$ cat config.mk
export PLATFORM = sky130hd
export DESIGN_NAME = scme_ctrl
export DESIGN_NICKNAME = d
export VERILOG_FILES = /design/src/scme_pkg.sv /design/src/scme_ctrl.sv
export VERILOG_INCLUDE_DIRS = /design/src /design/src/src
export SDC_FILE = /design/constraint.sdc
export NUM_CORES = 1
export LEC_CHECK = 0
export BUFFER_PORTS_ARGS = -buffer_cell sky130_fd_sc_hd__buf_2
export CORE_AREA = 2 2 39 41
export DETAILED_ROUTE_END_ITERATION = 7
export DIE_AREA = 0 0 41 43
export GPL_TIMING_DRIVEN = 0
export SLEW_MARGIN = 10
export SYNTH_ARGS = -nofsm -noshare
export SYNTH_HDL_FRONTEND = slang
export SYNTH_SLANG_ARGS = --single-unit
$ cat constraint.sdc
create_clock -name clock -period 3.6 [get_ports clock]
set_input_delay 0.36 -clock clock [delete_from_list [all_inputs] [get_ports clock]]
set_output_delay 0.36 -clock clock [all_outputs]
set_load 0.01 [all_outputs]
$ cat src/assert_macros.svh
// Assertion macros shared by the matrix element RTL.
// Each macro expects signals named clock and reset in the including module.
`ifndef ASSERT_MACROS_SVH
`define ASSERT_MACROS_SVH

// Same-cycle implication, disabled during reset.
`define ASSERT_IMPLIES(label, ante, cons) \
   label: assert property (@(posedge clock) disable iff (reset) (ante) |-> (cons)) \
      else $error("assertion failed");

// Next-cycle implication, disabled during reset.
`define ASSERT_NEXT(label, ante, cons) \
   label: assert property (@(posedge clock) disable iff (reset) (ante) |=> (cons)) \
      else $error("assertion failed");

`endif

$ cat src/scme_pkg.sv
// Shared types and constants for the Slater-Condon matrix element unit.
// Used by the controller, the datapath and the top level; depends on nothing.
`timescale 1ns / 1ps
package scme_pkg;

   localparam int IDX_W = 4;
   localparam int ACC_W = 48;
   localparam int OUT_W = 40;
   localparam int CNT_W = 5;

   localparam logic [1:0] MODE_H_WRITE = 2'd0;
   localparam logic [1:0] MODE_J_WRITE = 2'd1;
   localparam logic [1:0] MODE_COMPUTE = 2'd2;

   localparam logic signed [ACC_W-1:0] OUT_HI = ACC_W'((64'sd1 <<< (OUT_W - 1)) - 64'sd1);
   localparam logic signed [ACC_W-1:0] OUT_LO = -OUT_HI - ACC_W'(1);

   typedef enum logic [3:0] {
      OP_NONE,
      OP_LOAD,
      OP_ALIGN_I,
      OP_ALIGN_J,
      OP_ALIGN_WB,
      OP_UNIQ_B,
      OP_UNIQ_A,
      OP_DIAG_H,
      OP_DIAG_I,
      OP_DIAG_J,
      OP_SING_H,
      OP_SING_J,
      OP_DOUB,
      OP_SUM,
      OP_EMIT
   } op_type;

   typedef struct packed {
      op_type op;
   } cmd_type;

   typedef struct packed {
      logic i_eq;
      logic i_last;
      logic j_last;
      logic uniq_zero;
      logic uniq_two;
      logic uniq_four;
      logic out_busy;
   } status_type;

   function automatic logic signed [OUT_W-1:0] saturate(input logic signed [ACC_W-1:0] x);
      logic signed [ACC_W-1:0] y;
      begin
         y = x;
         if (x > OUT_HI) begin
            y = OUT_HI;
         end else if (x < OUT_LO) begin
            y = OUT_LO;
         end
         return y[OUT_W-1:0];
      end
   endfunction

endpackage

$ cat src/scme_ctrl.sv
// Sequencer of the matrix element unit: steps alignment, unique list and evaluation.
// Drives datapath commands and the input stall. Depends on scme_pkg and assert_macros.svh.
`timescale 1ns / 1ps
`include "assert_macros.svh"
module scme_ctrl import scme_pkg::*; (
   input  logic       clock,
   input  logic       reset,
   input  logic       req_valid,
   input  logic [1:0] req_mode,
   output logic       req_stall,
   output cmd_type    cmd,
   input  status_type status
);

   typedef enum logic [3:0] {
      ST_IDLE,
      ST_AL_I,
      ST_AL_J,
      ST_AL_WB,
      ST_UNIQ_B,
      ST_UNIQ_A,
      ST_DISPATCH,
      ST_DIAG_H,
      ST_DIAG_I,
      ST_DIAG_J,
      ST_SING_H,
      ST_SING_J,
      ST_DOUB,
      ST_DRAIN,
      ST_SUM,
      ST_EMIT
   } state_type;

   state_type state_ff;

   assign req_stall = (state_ff != ST_IDLE);

   always_comb begin
      cmd.op = OP_NONE;
      unique case (state_ff)
         ST_IDLE:     cmd.op = (req_valid && req_mode == MODE_COMPUTE) ? OP_LOAD : OP_NONE;
         ST_AL_I:     cmd.op = OP_ALIGN_I;
         ST_AL_J:     cmd.op = OP_ALIGN_J;
         ST_AL_WB:    cmd.op = OP_ALIGN_WB;
         ST_UNIQ_B:   cmd.op = OP_UNIQ_B;
         ST_UNIQ_A:   cmd.op = OP_UNIQ_A;
         ST_DISPATCH: cmd.op = OP_NONE;
         ST_DIAG_H:   cmd.op = OP_DIAG_H;
         ST_DIAG_I:   cmd.op = OP_DIAG_I;
         ST_DIAG_J:   cmd.op = OP_DIAG_J;
         ST_SING_H:   cmd.op = OP_SING_H;
         ST_SING_J:   cmd.op = OP_SING_J;
         ST_DOUB:     cmd.op = OP_DOUB;
         ST_DRAIN:    cmd.op = OP_NONE;
         ST_SUM:      cmd.op = OP_SUM;
         ST_EMIT:     cmd.op = status.out_busy ? OP_NONE : OP_EMIT;
         default:     cmd.op = OP_NONE;
      endcase
   end

   always_ff @(posedge clock) begin
      if (reset) begin
         state_ff <= ST_IDLE;
      end else begin
         unique case (state_ff)
            ST_IDLE: begin
               if (req_valid && req_mode == MODE_COMPUTE) begin
                  state_ff <= ST_AL_I;
               end
            end
            ST_AL_I: begin
               if (!status.i_eq) begin
                  state_ff <= ST_AL_J;
               end else if (status.i_last) begin
                  state_ff <= ST_UNIQ_B;
               end
            end
            ST_AL_J: begin
               if (status.j_last) begin
                  state_ff <= ST_AL_WB;
               end
            end
            ST_AL_WB: begin
               state_ff <= status.i_last ? ST_UNIQ_B : ST_AL_I;
            end
            ST_UNIQ_B: begin
               if (status.i_last) begin
                  state_ff <= ST_UNIQ_A;
               end
            end
            ST_UNIQ_A: begin
               if (status.i_last) begin
                  state_ff <= ST_DISPATCH;
               end
            end
            ST_DISPATCH: begin
               if (status.uniq_zero) begin
                  state_ff <= ST_DIAG_H;
               end else if (status.uniq_two) begin
                  state_ff <= ST_SING_H;
               end else if (status.uniq_four) begin
                  state_ff <= ST_DOUB;
               end else begin
                  state_ff <= ST_DRAIN;
               end
            end
            ST_DIAG_H: begin
               if (status.i_last) begin
                  state_ff <= ST_DIAG_I;
               end
            end
            ST_DIAG_I: begin
               state_ff <= ST_DIAG_J;
            end
            ST_DIAG_J: begin
               if (status.j_last) begin
                  state_ff <= status.i_last ? ST_DRAIN : ST_DIAG_I;
               end
            end
            ST_SING_H: begin
               state_ff <= ST_SING_J;
            end
            ST_SING_J: begin
               if (status.i_last) begin
                  state_ff <= ST_DRAIN;
               end
            end
            ST_DOUB: begin
               state_ff <= ST_DRAIN;
            end
            ST_DRAIN: begin
               state_ff <= ST_SUM;
            end
            ST_SUM: begin
               state_ff <= ST_EMIT;
            end
            ST_EMIT: begin
               if (!status.out_busy) begin
                  state_ff <= ST_IDLE;
               end
            end
            default: begin
               state_ff <= ST_IDLE;
            end
         endcase
      end
   end

   `ASSERT_NEXT(drain_then_sum, state_ff == ST_DRAIN, state_ff == ST_SUM)

endmodule
==> reports/qor.csv <==
metric,value,unit
status,completed,
antenna_found_initial,0,
syn_nets,80,
drv_slew,0,
powerDensity,508.2,nW/µm²
synth_cells,68,
rsz0062_at_grt,false,
crit_fanout,10,
final_common_cell,buf_2,
row_count,14,
largestRegisters,state_ff: 4 flops,
vias,594,
hold_path_class,primary input to flop,
finalInstanceArea,634.4,µm²
min_to,state_ff[0],
detail_route.vias_per_cell,5.767,
syn_area_per_cell,7.526,µm²
fin_tns_setup,0,ns
holdPathStages,2,
wl,1298,µm
hold_start,reset,
grt_overflow,0,
ys_ff_latch,4,
power.total,0.3224,mW
cp.arrival,1.64,ns
die_area,1763,µm²
syn2layout_area_growth,23.96,%
grt_pass1_wl,2166,µm
drc,0,
r2r_slack,2.01,ns
die_y,43,µm
clock_sinks,4,
cts_resized,0,
synth_top_flop_cell,dfxtp_1,
drtIter0Drc,11,
io_pins,17,
stdcell_count,103,
gp_congestion,0.8373,
synth_top_area_share,15.65,%
synth_area_leaders,"dfxtp_1 (16%), a21oi_1 (5.9%), a31oi_1 (4.9%), inv_1 (4.4%), mux4_2 (4.4%)",
cp_top_family,flip-flops,
io_buffers,16,
seq_area_frac_synth,15.65,%
path_common_cell,buf_2,
end_kind,primary output,
hpwlAfterDp,986,µm
reg2reg_depth,5,
clock-root-buffer,clkbuf_4,
fin_crit,1.996,ns
r2r-start,state_ff[0],
num_antenna_cells,0,
largest_register_ffs,4,
hold_buffers,0,
r2r_end,state_ff[0],
max-cap-violations,0,
post-cts-setup-buffers,0,
cp-start-kind,flop,
nNetsFinal,101,
die_w,41,µm
tightestPinTransition,0.3972,ns
ys_types,37,
synth-edff-count,0,
grt_usage,18.11,%
path_class,flop to primary output,
synth_warnings,0,
slew_headroom,72.84,%
dp.cells,100,
coreArea,1384,µm²
firstDrtPassIters,4,
top_register,state_ff,
cpPeakStageDelay,0.45,ns
wl_per_cell,12.60,µm
synthArstFlopShare,0,%
cts_tree,done,
irDropWorstVdd,0.2281,mV
yosys.area.top_type,dfxtp_1,
netlist_area,511.7,µm²
clk_latency,0.23,ns
fmax,501.0,MHz
cp_slowest_cell,dfxtp_1,
numCtsBuffers,3,
initial_core_util,36.98,%
hold_slack,0.3333,ns
ant_nets,0,
hold_viol,0,
grt_pass1_vias,552,
cts_buffer_depth,2,
crit_required,3.24,ns
finClkSkew,0.0002166,ns
finalSetupViolCount,0,
path_cells,"buf_2, xnor2_1, mux4_2, buf_2",
h-tree-depth,1,
clk_pin_slew_worst_paths,0.03,ns
layout-drive-gt1-share,33.33,%
place_area,611.8,µm²
crit_buf_inv,2,
grt_max_degree,11,
most-common-layout-cells,"buf_2 (19), inv_1 (6), a21oi_1 (6)",
finalCritPeriodShare,55.44,%
power.leakage,0.2740,nW
==> worst register-to-register path: cells and delay by family (launching register included) <==
kind                   cells  cell delay, ns
buffers and inverters      3            0.62
AO/OA/AOI/OAI              2            0.52
flip-flops                 1            0.31
==> cell type report <==
type / count / area [µm²]
Fill cell: 144 / 749.5
Multi-Input combinational cell: 53 / 379.1
Clock buffer: 3 / 22.52
Inverter: 6 / 22.52
Buffer: 5 / 30.03
Timing Repair Buffer: 16 / 80.08
Tap cell: 16 / 20.02
Sequential cell: 4 / 80.08
==> cells by family after synthesis <==
kind of cell / Yosys count / synth area share [%]
compound gates: 26 / 36.68
simple gates: 23 / 27.38
buf+inv: 11 / 10.27
flops: 4 / 15.65
mux: 3 / 8.313
xor+xnor: 1 / 1.712
==> cells in the mapped netlist (3+ instances only) <==
library cell and instances:
nand2_1 5, inv_1 6, a31oi_1 4, nor2_1 4, dfxtp_1 4, buf_2 3, a21oi_1 6
==> stage by stage <==
step                      utilization [%]  worst slack (ns)
after detailed placement            44.21             1.843
after CTS                           45.84             1.595
final                               45.84             1.604
after global routing                45.84             1.485
after floorplan                         -             2.062
after global placement              44.21             1.848
==> routing by layer <==
| metal | part of all wire (%) | track usage (%) | vias to the layer above |
|---|---|---|---|
| met1 | 45 | 22.65 | 276 |
| met4 | 1.5 | 12.00 | 0 |
| met5 | 0 | 0 | - |
| met2 | 49 | 26.56 | 18 |
| met3 | 4.1 | 3.665 | 2 |
| li1 | - | - | 298 |
==> how the worst max path moves through the flow <==
| stage | start | to | slack [ns] | cells past startpoint |
|---|---|---|---|---|
| finish | state_ff[1] | cmd[0] | 1.60 | 4 |
| global route | state_ff[1] | cmd[0] | 1.49 | 4 |
| CTS | state_ff[1] | cmd[0] | 1.60 | 4 |
| detailed placement | state_ff[1] | cmd[0] | 1.84 | 4 |
| global placement | state_ff[1] | cmd[0] | 1.85 | 4 |
| floorplan | state_ff[1] | cmd[0] | 2.06 | 3 |
==> power by group <==
| group | leakage, nW | internal, mW | total [mW] | switching, mW |
|---|---|---|---|---|
| clock | 0.0138 | 0.0372 | 0.0537 | 0.0165 |
| sequential | 0.0326 | 0.0529 | 0.0622 | 0.00931 |
| combinational | 0.228 | 0.0923 | 0.207 | 0.114 |
| total | 0.274 | 0.182 | 0.322 | 0.140 |
Power figures use the tool's default switching activity.
